### src/rtl/erc_pkg.sv
// Shared widths, codes and control types of the elevator request controller.
`default_nettype none
package erc_pkg;

  localparam int FLOOR_W        = 5;
  localparam int COUNT_W        = 5;
  localparam int CMD_W          = 2;
  localparam int STATUS_W       = 2;
  localparam int EVENT_W        = 3;
  localparam int DIR_W          = 2;
  localparam int MAX_FLOORS_DEF = 16;

  localparam logic [FLOOR_W-1:0] FLOOR_COUNT_RST = 5'd4;
  localparam logic [FLOOR_W-1:0] GROUND_FLOOR    = 5'd1;

  localparam logic [CMD_W-1:0] CMD_TICK  = 2'd0;
  localparam logic [CMD_W-1:0] CMD_HALL  = 2'd1;
  localparam logic [CMD_W-1:0] CMD_CABIN = 2'd2;

  typedef enum logic [STATUS_W-1:0] {
    ST_ADDED = 2'd0,
    ST_RANGE = 2'd1,
    ST_DUP   = 2'd2,
    ST_PRIO  = 2'd3
  } status_t;

  typedef enum logic [EVENT_W-1:0] {
    EV_NONE   = 3'd0,
    EV_IDLE   = 3'd1,
    EV_UP     = 3'd2,
    EV_DOWN   = 3'd3,
    EV_ARRIVE = 3'd4,
    EV_LIMIT  = 3'd5
  } event_t;

  typedef enum logic [DIR_W-1:0] {
    DIR_IDLE = 2'd0,
    DIR_UP   = 2'd1,
    DIR_DOWN = 2'd2,
    DIR_STOP = 2'd3
  } dir_t;

  // What every cell of the queue row does in this cycle.
  typedef enum logic [2:0] {
    CELL_HOLD,
    CELL_PUSH_HEAD,
    CELL_PUSH_TAIL,
    CELL_MOVE_TAIL,
    CELL_POP_TAIL
  } cell_op_t;

  typedef struct packed {
    cell_op_t             op;
    logic [FLOOR_W-1:0]   fl;
    logic [COUNT_W-1:0]   len;
  } cell_ctrl_t;

  typedef struct packed {
    status_t              status;
    event_t               event_code;
    logic [FLOOR_W-1:0]   car;
    dir_t                 dir;
    logic [COUNT_W-1:0]   len;
  } result_t;

endpackage
`default_nettype wire

### src/rtl/erc_in_if.sv
// Input channel of the elevator request controller: command and floor.
`default_nettype none
interface erc_in_if;
  logic                          valid;
  logic                          ready;
  logic [erc_pkg::CMD_W-1:0]     cmd;
  logic [erc_pkg::FLOOR_W-1:0]   floor;

  modport source (output valid, output cmd, output floor, input ready);
  modport sink   (input valid, input cmd, input floor, output ready);
endinterface
`default_nettype wire

### src/rtl/erc_out_if.sv
// Result channel of the elevator request controller.
`default_nettype none
interface erc_out_if;
  logic                          valid;
  logic                          ready;
  logic [erc_pkg::STATUS_W-1:0]  request_status;
  logic [erc_pkg::EVENT_W-1:0]   tick_event;
  logic [erc_pkg::FLOOR_W-1:0]   current_floor;
  logic [erc_pkg::DIR_W-1:0]     direction;
  logic                          target_valid;
  logic [erc_pkg::FLOOR_W-1:0]   target_floor;
  logic [erc_pkg::COUNT_W-1:0]   pending_count;

  modport source (output valid, output request_status, output tick_event,
                  output current_floor, output direction, output target_valid,
                  output target_floor, output pending_count, input ready);
  modport sink   (input valid, input request_status, input tick_event,
                  input current_floor, input direction, input target_valid,
                  input target_floor, input pending_count, output ready);
endinterface
`default_nettype wire

### src/rtl/erc_cell.sv
// One queue slot: holds a floor, matches it and shifts with its neighbors.
`default_nettype none
module erc_cell #(
  parameter int IDX = 0
) (
  input  wire                          clk,
  input  wire erc_pkg::cell_ctrl_t     ctrl,
  input  wire [erc_pkg::FLOOR_W-1:0]   lower_floor,
  input  wire [erc_pkg::FLOOR_W-1:0]   upper_floor,
  input  wire                          above_in,
  output logic                         above_out,
  output logic                         hit,
  output logic [erc_pkg::FLOOR_W-1:0]  floor_q
);

  localparam logic [erc_pkg::COUNT_W-1:0] MY_IDX = erc_pkg::COUNT_W'(IDX);

  logic [erc_pkg::FLOOR_W-1:0] floor_r;
  logic [erc_pkg::FLOOR_W-1:0] floor_nxt;
  logic                        in_queue;

  assign in_queue  = MY_IDX < ctrl.len;
  assign hit       = in_queue && (floor_r == ctrl.fl);
  // True when the matching entry sits in this slot or farther from the tail.
  assign above_out = above_in | hit;
  assign floor_q   = floor_r;

  always_comb begin
    floor_nxt = floor_r;
    case (ctrl.op)
      erc_pkg::CELL_HOLD: begin
        floor_nxt = floor_r;
      end
      erc_pkg::CELL_PUSH_HEAD: begin
        if (MY_IDX == ctrl.len) begin
          floor_nxt = ctrl.fl;
        end
      end
      erc_pkg::CELL_PUSH_TAIL: begin
        floor_nxt = lower_floor;
      end
      erc_pkg::CELL_MOVE_TAIL: begin
        if (above_out) begin
          floor_nxt = lower_floor;
        end
      end
      erc_pkg::CELL_POP_TAIL: begin
        floor_nxt = upper_floor;
      end
      default: begin
        floor_nxt = floor_r;
      end
    endcase
  end

  always_ff @(posedge clk) begin
    floor_r <= floor_nxt;
  end

endmodule
`default_nettype wire

### src/rtl/erc_ctrl.sv
// Command decode, car movement, queue length and result registers.
`default_nettype none
module erc_ctrl #(
  parameter int MAX_FLOORS = erc_pkg::MAX_FLOORS_DEF
) (
  input  wire                          clk,
  input  wire                          rst_n,
  input  wire                          cfg_we,
  input  wire [erc_pkg::FLOOR_W-1:0]   cfg_wdata,
  input  wire                          in_valid,
  input  wire [erc_pkg::CMD_W-1:0]     in_cmd,
  input  wire [erc_pkg::FLOOR_W-1:0]   in_floor,
  output logic                         in_ready,
  input  wire                          out_ready,
  output logic                         out_valid,
  input  wire                          any_match,
  input  wire [erc_pkg::FLOOR_W-1:0]   tail_floor,
  output erc_pkg::cell_ctrl_t          cell_ctrl,
  output erc_pkg::result_t             res
);

  localparam logic [erc_pkg::COUNT_W-1:0] MAX_LEN = erc_pkg::COUNT_W'(MAX_FLOORS);
  localparam logic [erc_pkg::FLOOR_W-1:0] MAX_FL  = erc_pkg::FLOOR_W'(MAX_FLOORS);

  logic [erc_pkg::FLOOR_W-1:0] floor_count_r;
  logic [erc_pkg::COUNT_W-1:0] len_r, len_nxt;
  logic [erc_pkg::FLOOR_W-1:0] car_r, car_nxt;
  erc_pkg::dir_t               dir_r, dir_nxt;
  erc_pkg::status_t            status_r, status_nxt;
  erc_pkg::event_t             event_r, event_nxt;
  logic                        out_valid_r, out_valid_nxt;
  erc_pkg::cell_op_t           op;
  logic [erc_pkg::FLOOR_W-1:0] eff_count;
  logic                        in_fire, out_fire, in_range, full;

  assign in_ready  = !out_valid_r || out_ready;
  assign in_fire   = in_valid && in_ready;
  assign out_fire  = out_valid_r && out_ready;
  assign out_valid = out_valid_r;

  assign eff_count = (floor_count_r > MAX_FL) ? MAX_FL : floor_count_r;
  assign in_range  = (in_floor != '0) && (in_floor <= eff_count);
  assign full      = len_r >= MAX_LEN;

  always_comb begin
    len_nxt    = len_r;
    car_nxt    = car_r;
    dir_nxt    = dir_r;
    status_nxt = erc_pkg::ST_ADDED;
    event_nxt  = erc_pkg::EV_NONE;
    op         = erc_pkg::CELL_HOLD;
    if (in_fire) begin
      case (in_cmd)
        erc_pkg::CMD_TICK: begin
          if (len_r == '0) begin
            dir_nxt   = erc_pkg::DIR_IDLE;
            event_nxt = erc_pkg::EV_IDLE;
          end else if (tail_floor > car_r) begin
            if (car_r >= eff_count) begin
              dir_nxt   = erc_pkg::DIR_STOP;
              event_nxt = erc_pkg::EV_LIMIT;
            end else begin
              dir_nxt   = erc_pkg::DIR_UP;
              event_nxt = erc_pkg::EV_UP;
              car_nxt   = car_r + 1'b1;
            end
          end else if (tail_floor < car_r) begin
            if (car_r <= erc_pkg::GROUND_FLOOR) begin
              dir_nxt   = erc_pkg::DIR_STOP;
              event_nxt = erc_pkg::EV_LIMIT;
            end else begin
              dir_nxt   = erc_pkg::DIR_DOWN;
              event_nxt = erc_pkg::EV_DOWN;
              car_nxt   = car_r - 1'b1;
            end
          end else begin
            dir_nxt   = erc_pkg::DIR_STOP;
            event_nxt = erc_pkg::EV_ARRIVE;
            op        = erc_pkg::CELL_POP_TAIL;
            len_nxt   = len_r - 1'b1;
          end
        end
        erc_pkg::CMD_HALL: begin
          if (!in_range) begin
            status_nxt = erc_pkg::ST_RANGE;
          end else if (any_match || full) begin
            status_nxt = erc_pkg::ST_DUP;
          end else begin
            op      = erc_pkg::CELL_PUSH_HEAD;
            len_nxt = len_r + 1'b1;
          end
        end
        erc_pkg::CMD_CABIN: begin
          if (!in_range) begin
            status_nxt = erc_pkg::ST_RANGE;
          end else if (any_match) begin
            status_nxt = erc_pkg::ST_PRIO;
            op         = erc_pkg::CELL_MOVE_TAIL;
          end else if (full) begin
            status_nxt = erc_pkg::ST_DUP;
          end else begin
            op      = erc_pkg::CELL_PUSH_TAIL;
            len_nxt = len_r + 1'b1;
          end
        end
        default: begin
          op = erc_pkg::CELL_HOLD;
        end
      endcase
    end
  end

  always_comb begin
    out_valid_nxt = out_valid_r;
    if (in_fire) begin
      out_valid_nxt = 1'b1;
    end else if (out_fire) begin
      out_valid_nxt = 1'b0;
    end
  end

  always_ff @(posedge clk) begin
    if (!rst_n) begin
      floor_count_r <= erc_pkg::FLOOR_COUNT_RST;
      len_r         <= '0;
      car_r         <= erc_pkg::GROUND_FLOOR;
      dir_r         <= erc_pkg::DIR_IDLE;
      out_valid_r   <= 1'b0;
    end else begin
      if (cfg_we) begin
        floor_count_r <= cfg_wdata;
      end
      len_r       <= len_nxt;
      car_r       <= car_nxt;
      dir_r       <= dir_nxt;
      out_valid_r <= out_valid_nxt;
    end
  end

  always_ff @(posedge clk) begin
    if (in_fire) begin
      status_r <= status_nxt;
      event_r  <= event_nxt;
    end
  end

  assign cell_ctrl.op  = op;
  assign cell_ctrl.fl  = in_floor;
  assign cell_ctrl.len = len_r;

  // State registers double as the result register: they only change on an
  // accepted beat, which cannot happen while a result is stalled.
  assign res.status     = status_r;
  assign res.event_code = event_r;
  assign res.car        = car_r;
  assign res.dir        = dir_r;
  assign res.len        = len_r;

`ifndef NO_ASSERTIONS
  a_len_bound: assert property (@(posedge clk) disable iff (!rst_n)
    len_r <= MAX_LEN)
    else $error("queue length exceeds the cell count");

  a_len_only_on_beat: assert property (@(posedge clk) disable iff (!rst_n)
    !in_fire |=> $stable(len_r))
    else $error("queue length changed without an accepted beat");

  a_car_one_step: assert property (@(posedge clk) disable iff (!rst_n)
    ($past(rst_n) && (car_r != $past(car_r))) |->
      ((car_r == $past(car_r) + 1'b1) || (car_r == $past(car_r) - 1'b1)))
    else $error("car moved by more than one floor");

  a_empty_tick_idles: assert property (@(posedge clk) disable iff (!rst_n)
    (in_fire && (in_cmd == erc_pkg::CMD_TICK) && (len_r == '0)) |=>
      (dir_r == erc_pkg::DIR_IDLE) && (event_r == erc_pkg::EV_IDLE))
    else $error("tick on an empty queue did not idle the car");
`endif

endmodule
`default_nettype wire

### src/rtl/elevator_request_controller_unit.sv
// Top level of the elevator request controller: control unit and queue cell row.
// A result is valid the cycle after its beat is accepted.
// Throughput: one command or tick per cycle unless a result is stalled; every cell
// compares and shifts in the accept cycle, and the match flag ripples once along the cell row.
// Reset clears length, car floor (to one), direction and floor count (to four);
// queue cell contents stay undefined, so no clearing pass is needed.
`default_nettype none
module elevator_request_controller_unit #(
  parameter int MAX_FLOORS = erc_pkg::MAX_FLOORS_DEF
) (
  input  wire                          clk,
  input  wire                          rst_n,
  input  wire                          cfg_we,
  input  wire [erc_pkg::FLOOR_W-1:0]   cfg_wdata,
  erc_in_if.sink                       in_ch,
  erc_out_if.source                    out_ch
);

  erc_pkg::cell_ctrl_t         cell_ctrl;
  erc_pkg::result_t            res;
  logic [erc_pkg::FLOOR_W-1:0] floor_q [MAX_FLOORS];
  logic [MAX_FLOORS:0]         above;
  logic [MAX_FLOORS-1:0]       hit;
  logic                        out_valid;
  logic                        in_ready;

  erc_ctrl #(
    .MAX_FLOORS (MAX_FLOORS)
  ) u_ctrl (
    .clk        (clk),
    .rst_n      (rst_n),
    .cfg_we     (cfg_we),
    .cfg_wdata  (cfg_wdata),
    .in_valid   (in_ch.valid),
    .in_cmd     (in_ch.cmd),
    .in_floor   (in_ch.floor),
    .in_ready   (in_ready),
    .out_ready  (out_ch.ready),
    .out_valid  (out_valid),
    .any_match  (above[0]),
    .tail_floor (floor_q[0]),
    .cell_ctrl  (cell_ctrl),
    .res        (res)
  );

  assign above[MAX_FLOORS] = 1'b0;

  // Cell 0 holds the tail, the floor served next.
  for (genvar g = 0; g < MAX_FLOORS; g++) begin : g_cell
    logic [erc_pkg::FLOOR_W-1:0] lower;
    logic [erc_pkg::FLOOR_W-1:0] upper;
    if (g == 0) begin : g_low
      assign lower = cell_ctrl.fl;
    end else begin : g_low
      assign lower = floor_q[g-1];
    end
    if (g == MAX_FLOORS - 1) begin : g_up
      assign upper = floor_q[g];
    end else begin : g_up
      assign upper = floor_q[g+1];
    end
    erc_cell #(
      .IDX (g)
    ) u_cell (
      .clk         (clk),
      .ctrl        (cell_ctrl),
      .lower_floor (lower),
      .upper_floor (upper),
      .above_in    (above[g+1]),
      .above_out   (above[g]),
      .hit         (hit[g]),
      .floor_q     (floor_q[g])
    );
  end

  assign in_ch.ready           = in_ready;
  assign out_ch.valid          = out_valid;
  assign out_ch.request_status = res.status;
  assign out_ch.tick_event     = res.event_code;
  assign out_ch.current_floor  = res.car;
  assign out_ch.direction      = res.dir;
  assign out_ch.target_valid   = (res.len != '0);
  assign out_ch.target_floor   = (res.len != '0) ? floor_q[0] : '0;
  assign out_ch.pending_count  = res.len;

`ifndef NO_ASSERTIONS
  a_unique_floor: assert property (@(posedge clk) disable iff (!rst_n)
    $onehot0(hit))
    else $error("a floor is queued in more than one cell");
`endif

endmodule
`default_nettype wire
### src/flat_wrapper.sv
// flat-port wrapper written by rule: the top's interface ports become plain ports
module elevator_request_controller_unit_flat 
#(
  parameter int MAX_FLOORS = erc_pkg::MAX_FLOORS_DEF
)
  (clk, rst_n, cfg_we, cfg_wdata, in_ch_valid, in_ch_cmd, in_ch_floor, in_ch_ready, out_ch_valid, out_ch_request_status, out_ch_tick_event, out_ch_current_floor, out_ch_direction, out_ch_target_valid, out_ch_target_floor, out_ch_pending_count, out_ch_ready);
  erc_in_if in_ch_i ();
  erc_out_if out_ch_i ();
  input  wire clk;
  input  wire rst_n;
  input  wire cfg_we;
  input  wire [erc_pkg::FLOOR_W-1:0] cfg_wdata;
  input wire logic [$bits(in_ch_i.valid)-1:0] in_ch_valid;
  input wire logic [$bits(in_ch_i.cmd)-1:0] in_ch_cmd;
  input wire logic [$bits(in_ch_i.floor)-1:0] in_ch_floor;
  output wire logic [$bits(in_ch_i.ready)-1:0] in_ch_ready;
  output wire logic [$bits(out_ch_i.valid)-1:0] out_ch_valid;
  output wire logic [$bits(out_ch_i.request_status)-1:0] out_ch_request_status;
  output wire logic [$bits(out_ch_i.tick_event)-1:0] out_ch_tick_event;
  output wire logic [$bits(out_ch_i.current_floor)-1:0] out_ch_current_floor;
  output wire logic [$bits(out_ch_i.direction)-1:0] out_ch_direction;
  output wire logic [$bits(out_ch_i.target_valid)-1:0] out_ch_target_valid;
  output wire logic [$bits(out_ch_i.target_floor)-1:0] out_ch_target_floor;
  output wire logic [$bits(out_ch_i.pending_count)-1:0] out_ch_pending_count;
  input wire logic [$bits(out_ch_i.ready)-1:0] out_ch_ready;
  assign in_ch_i.valid = in_ch_valid;
  assign in_ch_i.cmd = in_ch_cmd;
  assign in_ch_i.floor = in_ch_floor;
  assign in_ch_ready = in_ch_i.ready;
  assign out_ch_valid = out_ch_i.valid;
  assign out_ch_request_status = out_ch_i.request_status;
  assign out_ch_tick_event = out_ch_i.tick_event;
  assign out_ch_current_floor = out_ch_i.current_floor;
  assign out_ch_direction = out_ch_i.direction;
  assign out_ch_target_valid = out_ch_i.target_valid;
  assign out_ch_target_floor = out_ch_i.target_floor;
  assign out_ch_pending_count = out_ch_i.pending_count;
  assign out_ch_i.ready = out_ch_ready;
  elevator_request_controller_unit #(.MAX_FLOORS(MAX_FLOORS)) u_core (.clk(clk), .rst_n(rst_n), .cfg_we(cfg_we), .cfg_wdata(cfg_wdata), .in_ch(in_ch_i), .out_ch(out_ch_i));
endmodule
### config.mk
export PLATFORM = sky130hd
export DESIGN_NAME = elevator_request_controller_unit_flat
export DESIGN_NICKNAME = d
export VERILOG_FILES = /design/src/rtl/erc_pkg.sv /design/src/rtl/erc_in_if.sv /design/src/rtl/erc_out_if.sv /design/src/rtl/erc_cell.sv /design/src/rtl/erc_ctrl.sv /design/src/rtl/elevator_request_controller_unit.sv /design/src/flat_wrapper.sv
export SDC_FILE = /design/constraint.sdc
export NUM_CORES = 1
export LEC_CHECK = 0
export BUFFER_PORTS_ARGS = -buffer_cell sky130_fd_sc_hd__buf_2
export CAP_MARGIN = 5
export CORE_MARGIN = 2
export CORE_UTILIZATION = 23
export DETAILED_ROUTE_END_ITERATION = 10
export PLACE_DENSITY = 0.42
export SETUP_SLACK_MARGIN = 0.2
export SLEW_MARGIN = 20
export SYNTH_ARGS = -nofsm -noshare
export SYNTH_HDL_FRONTEND = slang
export SYNTH_HIERARCHICAL = 1
export SYNTH_SLANG_ARGS = --single-unit
### constraint.sdc
create_clock -name clk -period 12 [get_ports clk]
set_clock_uncertainty 0.15 [all_clocks]
set_input_delay 1.2 -clock clk [delete_from_list [all_inputs] [get_ports clk]]
set_output_delay 1.2 -clock clk [all_outputs]
set_load 0.005 [all_outputs]
Word level (Yosys, flattened, before mapping)
Index checks and enable logic that the tools add are counted.
- bits in registers: 103
- bits of input ports: 17
- output and inout port bits: 25
- word-level logic and storage cells: 289
- add/subtract/negate cells: 4
- $lt $le $gt $ge: 23
- equal/unequal tests: 79
- muxes and demuxes: 91
- bitwise logic cells: 17
- reduce and logical (&&, ||, !) cells: 51
- operators by type and width (operator ; number):
    5-bit case mux with 4 select lines ; 15
    5-bit two-way mux ; 46
    2-bit != test (second input constant) ; 41
    5-bit equality test ; 16
    3-bit AND reduction ; 16
    4-bit by 5-bit equality test with 1-bit output (first input constant) ; 8
    4-bit by 5-bit less-than comparator with 1-bit output (first input constant) ; 8
    5-bit case mux with 3 select lines ; 2
    2-bit two-way mux ; 12
    3-bit two-way mux ; 8
    3-bit by 5-bit equality test with 1-bit output (first input constant) ; 4
    3-bit by 5-bit less-than comparator with 1-bit output (first input constant) ; 4
    1-bit logical AND ; 19
    1-bit bitwise OR ; 15
    5-bit by 1-bit adder with 5-bit output (second input constant) ; 2
    2-bit by 5-bit equality test with 1-bit output (first input constant) ; 2
    1-bit by 5-bit less-than comparator with 1-bit output (first input constant) ; 2
    2-bit by 5-bit less-than comparator with 1-bit output (first input constant) ; 2
    10-bit AND reduction ; 1
    5-bit nonzero test ; 2
    5-bit by 1-bit subtractor with 5-bit output (second input constant) ; 2
    3-bit case mux with 3 select lines ; 1
    3-bit by 2-bit equality test with 1-bit output (second input constant) ; 2
    1-bit two-way mux ; 6
    other kinds (25) ; 29

Depth between registers and ports, before layout
- depth in word-level cells: 25
- gate-level depth with buffers: 30
- depth with buffers taken out: 29

Cells and area by module
Netlist, hierarchy kept.
- by module, submodules not included (module ; instances ; cells an instance ; area an instance (sq um) ; sequential area each (sq um)):
    erc_ctrl ; 1 ; 210 ; 1829.3 ; 510.5
    erc_cell (u_core.g_cell[4].u_cell ...) ; 2 ; 43 ; 429.2 ; 150.1
    erc_cell (u_core.g_cell[10].u_cell) ; 1 ; 47 ; 459.2 ; 150.1
    erc_cell (u_core.g_cell[2].u_cell) ; 1 ; 43 ; 447.9 ; 150.1
    erc_cell (u_core.g_cell[5].u_cell) ; 1 ; 46 ; 447.9 ; 150.1
    erc_cell (u_core.g_cell[14].u_cell) ; 1 ; 45 ; 444.2 ; 150.1
    erc_cell (u_core.g_cell[9].u_cell) ; 1 ; 44 ; 442.9 ; 150.1
    erc_cell (u_core.g_cell[12].u_cell) ; 1 ; 47 ; 439.2 ; 150.1
    erc_cell (u_core.g_cell[8].u_cell) ; 1 ; 45 ; 436.7 ; 150.1
    erc_cell (u_core.g_cell[1].u_cell) ; 1 ; 43 ; 435.4 ; 150.1
    erc_cell (u_core.g_cell[7].u_cell) ; 1 ; 43 ; 434.2 ; 150.1
    erc_cell (u_core.g_cell[0].u_cell) ; 1 ; 43 ; 432.9 ; 150.1
    erc_cell (u_core.g_cell[3].u_cell) ; 1 ; 44 ; 429.2 ; 150.1
    erc_cell (u_core.g_cell[13].u_cell) ; 1 ; 43 ; 424.2 ; 150.1
    +3 rows ; - ; - ; - ; -

Worst setup path after synthesis
OpenSTA, ideal clock, no wires.
- kind: input to register
- start point: input in_ch_floor[0]
- end point: register u_core.g_cell[14].u_cell.floor_r (netlist bit u_core/g_cell[14].u_cell/floor_q[0]), enable pin
- setup time: 0.373 ns
- arrival time: 10.676 ns
- required time: 11.477 ns
- setup slack: 0.801 ns
- stages on the path: 30
- path buffers: 1
- cell sequence: buf_4 -> xnor2_1 -> and2_1 -> and2_2 -> or2_1 -> a21oi_1 -> inv_1 -> or2_2 -> a41o_1 -> or2_2 -> or2_1 -> a21oi_2 -> inv_1 -> or2_1 -> or2_2 -> or2_2 -> nand2b_1 -> or2_1 -> a21o_1 -> or2_1 -> a21oi_2 -> inv_1 -> or2_1 -> nor2_1 -> nand2_1 -> a21oi_1 -> nor4b_2 -> nand4_1 -> a21bo_1 -> a31oi_1
- RTL lines (item ; line ; source):
    start, declared ; flat_wrapper.sv:15 ; input wire logic [$bits(in_ch_i.floor)-1:0] in_ch_floor;
    end signal, assigned ; erc_cell.sv:57 ; floor_r <= floor_nxt;
    end, declared ; erc_cell.sv:18 ; logic [erc_pkg::FLOOR_W-1:0] floor_r;

==> results.md <==
* Wire length of the first global-routing pass at 41570 microns
* Kind of capture point of the worst setup path: flip-flop
* Worst path bufs/invs at 6
* Number of instances resized during post-cts repair at 0
* Clock tree from TritonCTS: yes
* Sum of overflow across all layers after global routing at 0
* Required @ worst endpoint at 11.85 ns
* Gate family responsible for the most delay along the worst path: simple AND/OR/NAND/NOR gates
* Setup TNS at 0 ns
* Final routed DRC violation total at 0
* Worst-case hold slack at 0.3402 ns
* Fraction of final layout cells sized beyond drive strength 1 at 14.30%
* Leakage power of the design at 3.195 nW
* Iteration-0 DRC Markers at 447
* Num ports at 42
* Number of buffers added to fix hold violations after cts at 0
* TritonCTS Buffers at 9
* Ratio of routed vias to standard cells at 4.901
* Placement-stage worst setup slack at 3.354 ns
* Clock-pin slew of the registers on the worst-case setup and hold paths at 0.07 ns
* Number of cells on the critical path at 30
* Max incr delay on CP at 0.50 ns
* Die area at 39980 sq um
* Max-cap violations at 0
* Most frequent cell on the critical path: sky130_fd_sc_hd__or2_1
* Pre-Repair DR Iteration Count at 5
* Global-route usage over all layers at 13.33%
* Number of nets in the final layout at 989
* Initial antenna violation count at 0
* Count of cells along the worst hold path at 2
* Routability-driven placement congestion ratio at 0.7352
* Final critical-path setup slack at 3.718 ns
* DR vias at 7165
* Core Region at 37760 sq um
* H-tree lvl count at 3
* Hold Fails Final Rpt at 0
* WS Path Type: in -> reg
* Initial Utilization at 23.39%
* Die span in y at 199.9 microns
* Worst reg-to-reg path cell count at 28
* Post-route minimum period at 8.282 ns
* Row count at 71
* Vias in the first global route at 6905
* Synthesized netlist cell count at 919
* Synth-to-layout area growth at 11.89%
* Upper clock frequency limit at 120.8 MHz
* Startpoint Class: primary input
* Total power density per cell area at 93.43 nW/um^2
* Share of the clock period used by the worst path after layout at 69.01%
* Clock sink count at 103
* Final Instance Area at 9881 sq um
* Classification of the worst-slack hold path: reg -> reg
* Clock Latency Late Sink at 0.37 ns
* Master of the slowest instance on the critical path: sky130_fd_sc_hd__buf_2
* Antenna diodes at 0
* Actual slew at the worst max-slew pin at 0.8202 ns
* Endpoint arrival time on the critical path at 8.13 ns
* Residual antenna-violating net count after detailed routing at 0
* Sum of routed wire length over all layers at 26260 microns
* Post-synthesis instance area at 8831 sq um
* Total half-perimeter wirelength after legalization and detailed placement at 17190 microns
* Detail-routed net length per standard cell at 17.96 microns
* Longest Clk Path Bufs at 2
* Postcts setup bufs at 0
* Area of placed instances at 9568 sq um
* Unrepaired setup endpoints after global routing: no
* Result of the run: finished, final reports clean
* Average instance area after synthesis at 9.609 sq um
* Maximum vdd ir drop at 0.06355 mV
* Total of endpoints with negative setup slack in the final report at 0
* Yosys warns at 6
* X dimension of the die at 199.9 microns
* CTS root buf: sky130_fd_sc_hd__clkbuf_16
* Max Fanout on Critical Path at 143
* Port Buffer Count at 41
* Maximum number of pins on one net before global-route repair at 144
* Worst max-slew margin expressed relative to the limit at 45.32%
* Number of max-slew violations in the final report at 0
stage by stage:
step           std cells  power [mW]  util, %
2_1_floorplan        920      0.5515        -
3_3_place_gp        1446      0.6040    25.34
3_5_place_dp        1446      0.6047    25.34
4_1_cts             1462      0.9388    26.17
5_1_grt             1462      0.9698    26.17
6_report            1462      0.9232    26.17
layout by cell type, fill, tap and decap left out, types with 5 or more instances in the layout:
master,count
sky130_fd_sc_hd__or3_1,77
sky130_fd_sc_hd__a31oi_1,5
sky130_fd_sc_hd__ha_1,25
sky130_fd_sc_hd__a21oi_1,22
sky130_fd_sc_hd__nor4_2,7
sky130_fd_sc_hd__nor4_1,9
sky130_fd_sc_hd__buf_4,18
sky130_fd_sc_hd__edfxtp_1,85
sky130_fd_sc_hd__mux2_2,6
sky130_fd_sc_hd__o21a_1,5
sky130_fd_sc_hd__o21ai_1,13
sky130_fd_sc_hd__mux2i_1,91
sky130_fd_sc_hd__o211ai_1,77
sky130_fd_sc_hd__clkbuf_16,9
sky130_fd_sc_hd__nand3_1,10
sky130_fd_sc_hd__inv_1,29
sky130_fd_sc_hd__dfxtp_1,17
sky130_fd_sc_hd__buf_2,41
sky130_fd_sc_hd__o21ai_0,83
sky130_fd_sc_hd__xor2_1,52
sky130_fd_sc_hd__a21o_1,5
sky130_fd_sc_hd__nor3_1,12
sky130_fd_sc_hd__a21boi_0,5
sky130_fd_sc_hd__nand2_1,33
sky130_fd_sc_hd__o31a_1,9
sky130_fd_sc_hd__xnor2_1,33
sky130_fd_sc_hd__and3_1,6
sky130_fd_sc_hd__nand4_1,6
sky130_fd_sc_hd__nor2_1,52
sky130_fd_sc_hd__or2_1,6
worst min-delay path, stage by stage (launching register included):
cell,delay [ns]
sky130_fd_sc_hd__dfxtp_1,0.34
sky130_fd_sc_hd__mux2i_1,0.07
sky130_fd_sc_hd__nand2_1,0.06
layout make-up:
cell class / instances / area [sq um]
fill: 4058 / 27870
multi-input combinational: 743 / 5545
sequential: 103 / 2914
tap: 511 / 639.4
timing repair buffer: 60 / 360.3
clock buffer: 9 / 225.2
inverter: 29 / 108.9
clock inverter: 7 / 87.58
where the power goes:
| group | internal (mW) | switching (mW) |
|---|---|---|
| sequential | 0.399 | 0.00988 |
| combinational | 0.0714 | 0.115 |
| clock | 0.182 | 0.145 |
| total | 0.652 | 0.271 |
per-layer routing:
layer,track usage [%],part of all wire (%)
met5,0,0
met4,2.689,0.97
met3,1.949,3.7
met2,21.10,45
met1,19.22,50
sequential cells by signal, indices dropped and copies added, names as in the netlist:
name                          count
u_core/u_ctrl/car_r               5
u_core/g_cell.u_cell/floor_q     80
u_core/u_ctrl/event_r             3
u_core/u_ctrl/status_r            2
u_core/u_ctrl/out_valid           1
u_core/u_ctrl/len_r               5
u_core/u_ctrl/floor_count_r       5
u_core/u_ctrl/dir_r               2
path summary, 6_finish.rpt:
path                                        from                                  end  slack (ns)
hold / removal    u_core/u_ctrl/floor_count_r[2]       u_core/u_ctrl/floor_count_r[2]        0.34
hold reg to reg   u_core/u_ctrl/floor_count_r[2]       u_core/u_ctrl/floor_count_r[2]        0.34
setup reg to reg          u_core/u_ctrl/len_r[2]  u_core/g_cell[14].u_cell/floor_q[2]        4.47
setup / recovery                  in_ch_floor[4]  u_core/g_cell[14].u_cell/floor_q[2]        3.72
Power figures use the tool's default switching activity.
